$ cat src/design/dmmt_pkg.sv
package dmmt_pkg;

  // Field widths
  localparam int SAMPLE_W = 18;
  localparam int SLOT_W   = 4;
  localparam int MIN_W    = 21;
  localparam int MAX_W    = 18;
  localparam int MEAN_W   = 26;
  localparam int SUM_W    = 40;
  localparam int COUNT_W  = 16;
  localparam int FRAC_W   = 8;

  // Divider: dividend is sum << FRAC_W, one quotient bit per cycle
  localparam int DVD_W     = SUM_W + FRAC_W;
  localparam int DIV_CNT_W = $clog2(DVD_W);
  localparam int REM_W     = COUNT_W;

  // Stream payload widths (byte aligned)
  localparam int IN_TDATA_W  = ((SAMPLE_W + 7) / 8) * 8;
  localparam int OUT_FIELD_W = SLOT_W + MIN_W + MAX_W + MEAN_W;
  localparam int OUT_TDATA_W = ((OUT_FIELD_W + 7) / 8) * 8;

  // Day bookkeeping
  localparam int                   DAYS            = 7;
  localparam logic [COUNT_W-1:0]   SAMPLES_PER_DAY = COUNT_W'(1440);
  localparam logic [MIN_W-1:0]     MIN_EMPTY       = MIN_W'(21'h100000);

  typedef enum logic [2:0] {
    ST_IDLE,
    ST_UPDATE,
    ST_DIV_START,
    ST_DIV_WAIT,
    ST_DONE
  } state_t;

  typedef struct packed {
    logic busy;
    logic done;
  } div_sts_t;

endpackage

$ cat src/design/dmmt_div.sv
module dmmt_div (
  input  logic                               clk,
  input  logic                               rst_n,
  input  logic                               start,
  input  logic [dmmt_pkg::DVD_W-1:0]         dividend,
  input  logic [dmmt_pkg::COUNT_W-1:0]       divisor,
  output logic [dmmt_pkg::MEAN_W-1:0]        quotient,
  output dmmt_pkg::div_sts_t                 sts
);

  // Restoring divider, one bit per cycle. Only the low MEAN_W quotient bits are kept.
  logic [dmmt_pkg::DVD_W-1:0]     dvd_r, dvd_nxt;
  logic [dmmt_pkg::REM_W-1:0]     rem_r, rem_nxt;
  logic [dmmt_pkg::MEAN_W-1:0]    quo_r, quo_nxt;
  logic [dmmt_pkg::DIV_CNT_W-1:0] cnt_r, cnt_nxt;
  logic                           busy_r, busy_nxt;
  logic                           done_r, done_nxt;

  logic [dmmt_pkg::REM_W:0]       rem_sh;
  logic [dmmt_pkg::REM_W:0]       rem_sub;
  logic                           ge;

  always_comb begin
    rem_sh  = {rem_r, dvd_r[dmmt_pkg::DVD_W-1]};
    ge      = (rem_sh >= {1'b0, divisor});
    rem_sub = rem_sh - {1'b0, divisor};
  end

  always_comb begin
    dvd_nxt  = dvd_r;
    rem_nxt  = rem_r;
    quo_nxt  = quo_r;
    cnt_nxt  = cnt_r;
    busy_nxt = busy_r;
    done_nxt = 1'b0;
    if (start) begin
      dvd_nxt  = dividend;
      rem_nxt  = '0;
      quo_nxt  = '0;
      cnt_nxt  = dmmt_pkg::DIV_CNT_W'(dmmt_pkg::DVD_W - 1);
      busy_nxt = 1'b1;
    end else if (busy_r) begin
      dvd_nxt = {dvd_r[dmmt_pkg::DVD_W-2:0], 1'b0};
      rem_nxt = ge ? rem_sub[dmmt_pkg::REM_W-1:0] : rem_sh[dmmt_pkg::REM_W-1:0];
      quo_nxt = {quo_r[dmmt_pkg::MEAN_W-2:0], ge};
      if (cnt_r == '0) begin
        busy_nxt = 1'b0;
        done_nxt = 1'b1;
      end else begin
        cnt_nxt = cnt_r - 1'b1;
      end
    end
  end

  always_ff @(posedge clk) begin
    if (!rst_n) begin
      busy_r <= 1'b0;
      done_r <= 1'b0;
      cnt_r  <= '0;
    end else begin
      busy_r <= busy_nxt;
      done_r <= done_nxt;
      cnt_r  <= cnt_nxt;
    end
  end

  always_ff @(posedge clk) begin
    dvd_r <= dvd_nxt;
    rem_r <= rem_nxt;
    quo_r <= quo_nxt;
  end

  assign quotient = quo_r;
  assign sts.busy = busy_r;
  assign sts.done = done_r;

endmodule

$ cat src/design/daily_min_max_mean_tracker_unit.sv
// Flow: capture the beat, update the day stats, then the bit-serial divider
//   forms the mean, one quotient bit per cycle. in_tready is high only while
//   the sequencer is idle, so a new sample waits until the last result is
//   loaded. A waiting result does not block the next input beat.
// Reset (rst_n, synchronous, active low): sum and count cleared, min set to
//   0x100000, max and day slot cleared, no result pending.
module daily_min_max_mean_tracker_unit (
  input  logic                                 clk,
  input  logic                                 rst_n,
  // Input stream
  input  logic                                 in_tvalid,
  output logic                                 in_tready,
  input  logic [dmmt_pkg::IN_TDATA_W-1:0]      in_tdata,   // [17:0] sample_pa
  // Result stream
  output logic                                 out_tvalid,
  input  logic                                 out_tready,
  output logic [dmmt_pkg::OUT_TDATA_W-1:0]     out_tdata,  // [3:0] day_slot,
                                                           // [24:4] day_min,
                                                           // [42:25] day_max,
                                                           // [68:43] day_mean_q8
  output logic                                 out_tuser,  // [0] accepted
  output logic                                 out_tlast   // day_end
);

  dmmt_pkg::state_t state_r, state_nxt;

  // Day statistics
  logic [dmmt_pkg::SUM_W-1:0]    sum_r, sum_nxt;
  logic [dmmt_pkg::COUNT_W-1:0]  count_r, count_nxt;
  logic [dmmt_pkg::MIN_W-1:0]    min_r, min_nxt;
  logic [dmmt_pkg::MAX_W-1:0]    max_r, max_nxt;
  logic [dmmt_pkg::SLOT_W-1:0]   slot_r, slot_nxt;

  // Per-beat working registers
  logic [dmmt_pkg::SAMPLE_W-1:0] sample_r, sample_nxt;
  logic                          ends_r, ends_nxt;

  // Output register
  logic                          out_valid_r, out_valid_nxt;
  logic [dmmt_pkg::OUT_TDATA_W-1:0] out_data_r, out_data_nxt;
  logic                          out_user_r, out_user_nxt;
  logic                          out_last_r, out_last_nxt;

  // Sequencer outputs
  logic                          in_accept;
  logic                          div_start;
  logic                          out_free;
  logic                          out_load;

  // Divider
  logic [dmmt_pkg::MEAN_W-1:0]   quotient;
  dmmt_pkg::div_sts_t            div_sts;

  logic [dmmt_pkg::COUNT_W-1:0]  count_inc;
  logic [dmmt_pkg::SLOT_W:0]     slot_inc;
  logic                          sample_ok;
  logic [dmmt_pkg::MEAN_W-1:0]   mean;

  dmmt_div u_div (
    .clk      (clk),
    .rst_n    (rst_n),
    .start    (div_start),
    .dividend ({sum_r, {dmmt_pkg::FRAC_W{1'b0}}}),
    .divisor  (count_r),
    .quotient (quotient),
    .sts      (div_sts)
  );

  // ---------------------------------------------------------------------
  // Sequencer: capture -> update stats -> divide -> hand result to output reg
  // ---------------------------------------------------------------------
  always_comb begin
    state_nxt = state_r;
    unique case (state_r)
      dmmt_pkg::ST_IDLE:      if (in_tvalid) state_nxt = dmmt_pkg::ST_UPDATE;
      dmmt_pkg::ST_UPDATE:    state_nxt = dmmt_pkg::ST_DIV_START;
      dmmt_pkg::ST_DIV_START: state_nxt = dmmt_pkg::ST_DIV_WAIT;
      dmmt_pkg::ST_DIV_WAIT:  if (div_sts.done) state_nxt = dmmt_pkg::ST_DONE;
      dmmt_pkg::ST_DONE:      if (out_free) state_nxt = dmmt_pkg::ST_IDLE;
      default:                state_nxt = dmmt_pkg::ST_IDLE;
    endcase
  end

  always_comb begin
    out_free  = !out_valid_r || out_tready;
    in_tready = (state_r == dmmt_pkg::ST_IDLE);
    in_accept = in_tvalid && in_tready;
    div_start = (state_r == dmmt_pkg::ST_DIV_START);
    out_load  = (state_r == dmmt_pkg::ST_DONE) && out_free;
  end

  // ---------------------------------------------------------------------
  // Datapath
  // ---------------------------------------------------------------------
  always_comb begin
    count_inc = count_r + 1'b1;
    slot_inc  = {1'b0, slot_r} + 1'b1;
    sample_ok = (sample_r != '0);
    // Empty day reports a zero mean (divider would give all ones)
    mean      = (count_r == '0) ? '0 : quotient;
  end

  always_comb begin
    sample_nxt    = sample_r;
    ends_nxt      = ends_r;
    sum_nxt       = sum_r;
    count_nxt     = count_r;
    min_nxt       = min_r;
    max_nxt       = max_r;
    slot_nxt      = slot_r;
    out_valid_nxt = out_valid_r;
    out_data_nxt  = out_data_r;
    out_user_nxt  = out_user_r;
    out_last_nxt  = out_last_r;

    if (in_accept) begin
      sample_nxt = in_tdata[dmmt_pkg::SAMPLE_W-1:0];
    end

    // Zero sample: stats untouched, no day end
    if (state_r == dmmt_pkg::ST_UPDATE) begin
      ends_nxt = 1'b0;
      if (sample_ok) begin
        sum_nxt   = sum_r + dmmt_pkg::SUM_W'(sample_r);
        count_nxt = count_inc;
        if (dmmt_pkg::MIN_W'(sample_r) < min_r) min_nxt = dmmt_pkg::MIN_W'(sample_r);
        if (sample_r > max_r) max_nxt = sample_r;
        ends_nxt  = (count_inc >= dmmt_pkg::SAMPLES_PER_DAY);
      end
    end

    if (out_valid_r && out_tready) begin
      out_valid_nxt = 1'b0;
    end

    if (out_load) begin
      out_valid_nxt = 1'b1;
      out_data_nxt  = dmmt_pkg::OUT_TDATA_W'({mean, max_r, min_r, slot_r});
      out_user_nxt  = sample_ok;
      out_last_nxt  = ends_r;
      // Day rollover after the finished day has been reported
      if (ends_r) begin
        slot_nxt  = (slot_inc >= (dmmt_pkg::SLOT_W + 1)'(dmmt_pkg::DAYS))
                    ? '0 : slot_inc[dmmt_pkg::SLOT_W-1:0];
        sum_nxt   = '0;
        count_nxt = '0;
        min_nxt   = dmmt_pkg::MIN_EMPTY;
        max_nxt   = '0;
      end
    end
  end

  always_ff @(posedge clk) begin
    if (!rst_n) begin
      state_r     <= dmmt_pkg::ST_IDLE;
      out_valid_r <= 1'b0;
      sum_r       <= '0;
      count_r     <= '0;
      min_r       <= dmmt_pkg::MIN_EMPTY;
      max_r       <= '0;
      slot_r      <= '0;
    end else begin
      state_r     <= state_nxt;
      out_valid_r <= out_valid_nxt;
      sum_r       <= sum_nxt;
      count_r     <= count_nxt;
      min_r       <= min_nxt;
      max_r       <= max_nxt;
      slot_r      <= slot_nxt;
    end
  end

  always_ff @(posedge clk) begin
    sample_r   <= sample_nxt;
    ends_r     <= ends_nxt;
    out_data_r <= out_data_nxt;
    out_user_r <= out_user_nxt;
    out_last_r <= out_last_nxt;
  end

  assign out_tvalid = out_valid_r;
  assign out_tdata  = out_data_r;
  assign out_tuser  = out_user_r;
  assign out_tlast  = out_last_r;

  // ---------------------------------------------------------------------
  // Assertions
  // ---------------------------------------------------------------------
  a_count_bound: assert property (@(posedge clk) disable iff (!rst_n)
    count_r <= dmmt_pkg::SAMPLES_PER_DAY)
    else $error("day count above samples per day");

  a_empty_day: assert property (@(posedge clk) disable iff (!rst_n)
    (count_r == '0) |-> (sum_r == '0) && (max_r == '0) && (min_r == dmmt_pkg::MIN_EMPTY))
    else $error("empty day with stale statistics");

  a_rollover: assert property (@(posedge clk) disable iff (!rst_n)
    (out_load && ends_r) |=> (count_r == '0) && out_tvalid && out_tlast)
    else $error("day end did not restart the day");

  a_div_done: assert property (@(posedge clk) disable iff (!rst_n)
    div_sts.done |-> (state_r == dmmt_pkg::ST_DIV_WAIT))
    else $error("divider finished outside wait state");

  a_busy_after_accept: assert property (@(posedge clk) disable iff (!rst_n)
    in_accept |=> !in_tready && (sample_r == $past(in_tdata[dmmt_pkg::SAMPLE_W-1:0])))
    else $error("sample not captured on accept");

endmodule
$ cat config.mk
export PLATFORM = sky130hd
export DESIGN_NAME = daily_min_max_mean_tracker_unit
export DESIGN_NICKNAME = d
export VERILOG_FILES = /design/src/design/dmmt_pkg.sv /design/src/design/dmmt_div.sv /design/src/design/daily_min_max_mean_tracker_unit.sv
export SDC_FILE = /design/constraint.sdc
export NUM_CORES = 1
export LEC_CHECK = 0
export ABC_AREA = 1
export BUFFER_PORTS_ARGS = -buffer_cell sky130_fd_sc_hd__buf_2
export CORE_ASPECT_RATIO = 1.5
export CORE_UTILIZATION = 40
export CTS_CLUSTER_DIAMETER = 80
export DETAILED_ROUTE_END_ITERATION = 10
export SLEW_MARGIN = 10
export SYNTH_ARGS = -nofsm -noshare
export SYNTH_HDL_FRONTEND = slang
export SYNTH_HIERARCHICAL = 1
export SYNTH_SLANG_ARGS = --single-unit
export TNS_END_PERCENT = 30
$ cat constraint.sdc
create_clock -name clk -period 5.1 [get_ports clk]
set_input_delay 0.765 -clock clk [delete_from_list [all_inputs] [get_ports clk]]
set_output_delay 0.765 -clock clk [all_outputs]
set_load 0.005 [all_outputs]
Word-level counts from Yosys, hierarchy flattened
Cells that the tools add are included.
{ "op_classes": {"n_mux": 35, "n_eq_ne": 8, "n_reduce_logical": 17, "order_cmp": 5, "add_sub_neg": 5, "bitwise": 3} }
{ "op_table": {"columns": ["op", "n"], "rows": [
  ["40-bit two-way mux", 4],
  ["21-bit two-way mux", 5],
  ["48-bit two-way mux", 2],
  ["18-bit two-way mux", 5],
  ["16-bit two-way mux", 5],
  ["40-bit by 18-bit adder with 40-bit output", 1],
  ["18-bit by 21-bit < comparator with 1-bit output", 1],
  ["18-bit greater-than comparator", 1],
  ["6-bit two-way mux", 3],
  ["18-bit nonzero test", 1],
  ["17-bit by 16-bit greater-or-equal comparator with 1-bit output", 1],
  ["16-bit by 1-bit adder with 16-bit output, second input constant", 1],
  ["16-bit by 11-bit greater-or-equal comparator with 1-bit output, second input constant", 1],
  ["16-bit zero test", 1],
  ["16-bit subtractor", 1],
  ["3-bit one-hot mux with 5 select lines", 1],
  ["3-bit two-way mux", 3],
  ["3-bit by 2-bit equality test with 1-bit output, second input constant", 2],
  ["6-bit zero test", 1],
  ["1-bit two-way mux", 6],
  ["2-bit inequality test, second input constant", 3],
  ["2-bit AND reduction", 3],
  ["6-bit by 1-bit subtractor with 6-bit output, second input constant", 1],
  ["4-bit by 1-bit adder with 5-bit output, second input constant", 1],
  ["other kinds (14)", 19]
]} }
{ "totals": {"ff_bits": 283} }

Depth between registers and ports, before layout
{ "depth": {"ltp_word": 6, "mapped_depth": 15, "ltp_nobuf": 14} }

Modules after synthesis
Netlist, hierarchy kept.
{ "by_module_without_submodules": {"columns": ["module", "area_each_um2", "cells_each", "instances", "seq_area_each_um2"], "rows": [
  ["daily_min_max_mean_tracker_unit", 9945.8, 1269, 1, 4764.6],
  ["dmmt_div", 5069.9, 666, 1, 2442.3]
]} }

Worst setup path before layout
No wires, ideal clock.
{ "synth_timing": {"path_type": "input-to-reg", "from": "in out_tready", "to": "reg sum_r[16] (netlist name)", "path_buffers": 2, "setup_time_ns": 0.109, "t_arrival_ns": 3.679, "required_time_ns": 4.991, "cell_stages": 9, "path_slack_ns": 1.312, "path_cell_list": "nor2_1 -> nor2_2 -> nand2_1 -> nand2_1 -> buf_2 -> buf_4 -> nor2_1 -> nand2_1 -> inv_1"} }
{ "synth_via": {"elab_chain_len": 3} }
{ "synth_lines": {"columns": ["element", "line", "text"], "rows": [
  ["start: declaration", "daily_min_max_mean_tracker_unit.sv:16", "input logic out_tready,"],
  ["1-bit logical OR", "daily_min_max_mean_tracker_unit.sv:85", "out_free = !out_valid_r || out_tready;"],
  ["1-bit logical AND", "daily_min_max_mean_tracker_unit.sv:89", "out_load = (state_r == dmmt_pkg::ST_DONE) && out_free;"],
  ["via out_load", "daily_min_max_mean_tracker_unit.sv:48", "logic out_load;"],
  ["40-bit two-way mux", "daily_min_max_mean_tracker_unit.sv:136", "if (out_load) begin"],
  ["end signal: assignment", "daily_min_max_mean_tracker_unit.sv:165", "sum_r <= sum_nxt;"],
  ["end: declaration", "daily_min_max_mean_tracker_unit.sv:28", "logic [dmmt_pkg::SUM_W-1:0] sum_r, sum_nxt;"]
]} }
The timed path passes the listed nets, and every way through them passes these cells.
A chain may end at the register's enable or synchronous reset.

Final worst setup path
{ "layout_timing": {"from": "reg sample_r[17] (netlist name)", "to": "reg max_r[14] (netlist name)"} }
{ "layout_via": {"elab_chain_len": 6, "word_cells_on_any_way": 7, "classes_between": "1 x order compare; 5 x mux; 1 x reduce/logical"} }
{ "layout_lines": {"columns": ["element", "line", "text"], "rows": [
  ["start: declaration", "daily_min_max_mean_tracker_unit.sv:35", "logic [dmmt_pkg::SAMPLE_W-1:0] sample_r, sample_nxt;"],
  ["start signal: assignment", "daily_min_max_mean_tracker_unit.sv:174", "sample_r <= sample_nxt;"],
  ["18-bit greater-than comparator", "daily_min_max_mean_tracker_unit.sv:127", "if (sample_r > max_r) max_nxt = sample_r;"],
  ["18-bit two-way mux", "daily_min_max_mean_tracker_unit.sv:127", null],
  ["18-bit two-way mux (*)", "daily_min_max_mean_tracker_unit.sv:123", "if (sample_ok) begin"],
  ["18-bit two-way mux (*)", "daily_min_max_mean_tracker_unit.sv:121", "if (state_r == dmmt_pkg::ST_UPDATE) begin"],
  ["18-bit two-way mux", "daily_min_max_mean_tracker_unit.sv:142", "if (ends_r) begin"],
  ["18-bit two-way mux (*)", "daily_min_max_mean_tracker_unit.sv:136", null],
  ["end signal: assignment", "daily_min_max_mean_tracker_unit.sv:168", "max_r <= max_nxt;"],
  ["end: declaration", "daily_min_max_mean_tracker_unit.sv:31", "logic [dmmt_pkg::MAX_W-1:0] max_r, max_nxt;"]
]} }
Every way passes the cells marked *; elsewhere a longest branch is shown, timed or not.

==> flow_metrics.tcl <==
set metrics [dict create \
    finalHoldViolCount 0 \
    grt_pass1_vias 12000 \
    required_ns 5.60 \
    insertion_delay_ns 0.59 \
    max_stage_delay_ns 0.64 \
    grt_use_total 0.190 \
    worstPathMaxFanout 19 \
    first_iter_violations 633 \
    p_sw_uw 2960 \
    regArea_um2 7210 \
    dpl.hpwl_um 26200 \
    numPortBuffers 94 \
    ff2ff_path_depth 9 \
    cpMaxStageDelayCell "nand3_1" \
    fin_crit_sh 0.572 \
    tritoncts "done" \
    route.detailed.drc 0 \
    p_leak_uw 0.00748 \
    combPwrFrac 0.327 \
    gr-total-overflow 0 \
    clock.fmax_mhz 343 \
    core_region_area_um2 36800 \
    antenna_found_initial 0 \
    grt_setup_unrepaired "false" \
    layout_commonest_cell "nand2_1" \
    ios 104 \
    fin_tns_setup_ns 0 \
    whs_path_depth 1 \
    cts-buffers-inserted 29 \
    gp_congestion 0.945 \
    worst_slew_pin_slew_ns 0.957 \
    status "complete, no violations" \
    ctsHoldBuffers 0 \
    relSlewSlack 0.362 \
    mostFrequentLayoutCells "nand2_1, inv_1, nor2_1, dfxtp_1, edfxtp_1" \
    multi_input_area_um2 6430 \
    critical_path_class "reg2reg" \
    setup_violations 0 \
    rows 86 \
    grt_max_degree 78 \
    die_w_um 160 \
    final_nets 2130 \
    die_area_um2 38300 \
    start_kind "flop" \
    power_density_nw_per_um2 473 \
    swShare 0.368 \
    cts_max_path_buffers 3 \
    ant_nets 0 \
    vdd_ir_drop_max_uv 283 \
    place_ws_ns 2.11 \
    seq_power_share 0.378 \
    drt-pass1-iter-count 5 \
    syn_area_per_cell_um2 7.76 \
    slew_violations 0 \
    drive_above_1_share 0.0972 \
    clkTransAtPathRegs_ns 0.07 \
    whs_ns 0.359 \
    wl_per_cell_um 14.2 \
    vias_per_cell 4.91 \
    yosysWarnings 6 \
    grt_pass1_wl_um 58600 \
    layout_setup_ws_ns 2.18 \
    hold_path.class "in2reg" \
    antenna_cells 0 \
    n_fill_cell 3719 \
    cp_common_cell "nor2_1" \
    syn_inst 1934 \
    p_int_uw 5080 \
    h-tree-depth 1 \
    cts-root-buf "clkbuf_16" \
    synth_area_um2 15000 \
    cts_resized 0 \
    cts_sinks 291 \
    end_kind "flop" \
    power_frac_clock 0.295 \
    worstPathCellList "ha_1 -> nand4_1 -> nor2_1 -> o211ai_1 -> nand3_1 -> nand2_1 -> inv_2 -> nor2_1 -> nor2_1" \
    drt_wl_total_um 35900 \
    start_util 0.408 \
    period_minus_slack_ns 2.92 \
    p_total_uw 8040 \
    post_cts_buffers 0 \
    max-cap-violations 0 \
    vias 12400 \
    critPathArrivalTime_ns 3.42 \
    fin_skew_ns 0.0343 \
    synthToLayoutAreaGrowth_pct 13.3 \
    chipHeight_um 239 \
]
-- power groups by stage --
stage          clock network (uW)  registers (uW)  logic, uW
5_1_grt                      2520            3080       3030
4_1_cts                      2440            3040       2650
2_1_floorplan                   0            3010       2110
3_5_place_dp                    0            3090       2640
6_report                     2370            3040       2630
3_3_place_gp                    0            3090       2600
-- final timing paths --
| kind | from | endpoint | slack [ns] |
|---|---|---|---|
| worst max register to register | sample_r[17] | max_r[14] | 2.18 |
| worst min register to register | slot_r[3] | out_tdata[3] | 0.43 |
| worst max-delay path | sample_r[17] | max_r[14] | 2.18 |
| worst min-delay path | in_tdata[6] | sample_r[6] | 0.36 |
-- layer usage --
layer  GRT usage  wire (um)  vias to the layer above
li1            -          -                     6361
met2       0.366      18800                      252
met3      0.0187       1150                       78
met4      0.0877       1510                        0
met1       0.206      14400                     5746
met5           0          0                        -
-- through the flow --
stage	util	cell area (um2)	instances
2_1_floorplan	-	15000	1944
3_3_place_gp	0.433	15900	2478
3_5_place_dp	0.433	15900	2478
4_1_cts	0.462	17000	2532
5_1_grt	0.462	17000	2532
6_report	0.462	17000	2532
-- flip-flops by register name (all words and copies together) (netlist names) --
name,cells
ends_r,1
slot_r,4
out_tlast,1
u_div/quotient,26
max_r,18
out_tvalid,1
u_div/cnt_r,6
u_div/done_r,1
sample_r,18
count_r,16
state_r,3
u_div/busy_r,1
sum_r,40
min_r,21
u_div/rem_r,16
out_tuser,1
u_div/dvd_r,48
out_tdata,69
-- critical path: cells and delay by family, from the launching register on --
family	cells	cell delay [ns]
simple gates	6	1.53
fa+ha+maj	1	0.36
flops	1	0.50
buf+inv	1	0.33
compound gates	1	0.12
-- area by class of cell --
class / instances / share of cell area
clock buffers: 33 / 0.0454
clock inverters: 21 / 0.0178
inverters: 303 / 0.0670
multi-input cells: 1296 / 0.378
flip-flops and latches: 291 / 0.424
well taps: 484 / 0.0356
repair buffers: 104 / 0.0321
Note: power is estimated with default switching activity, not from simulation.
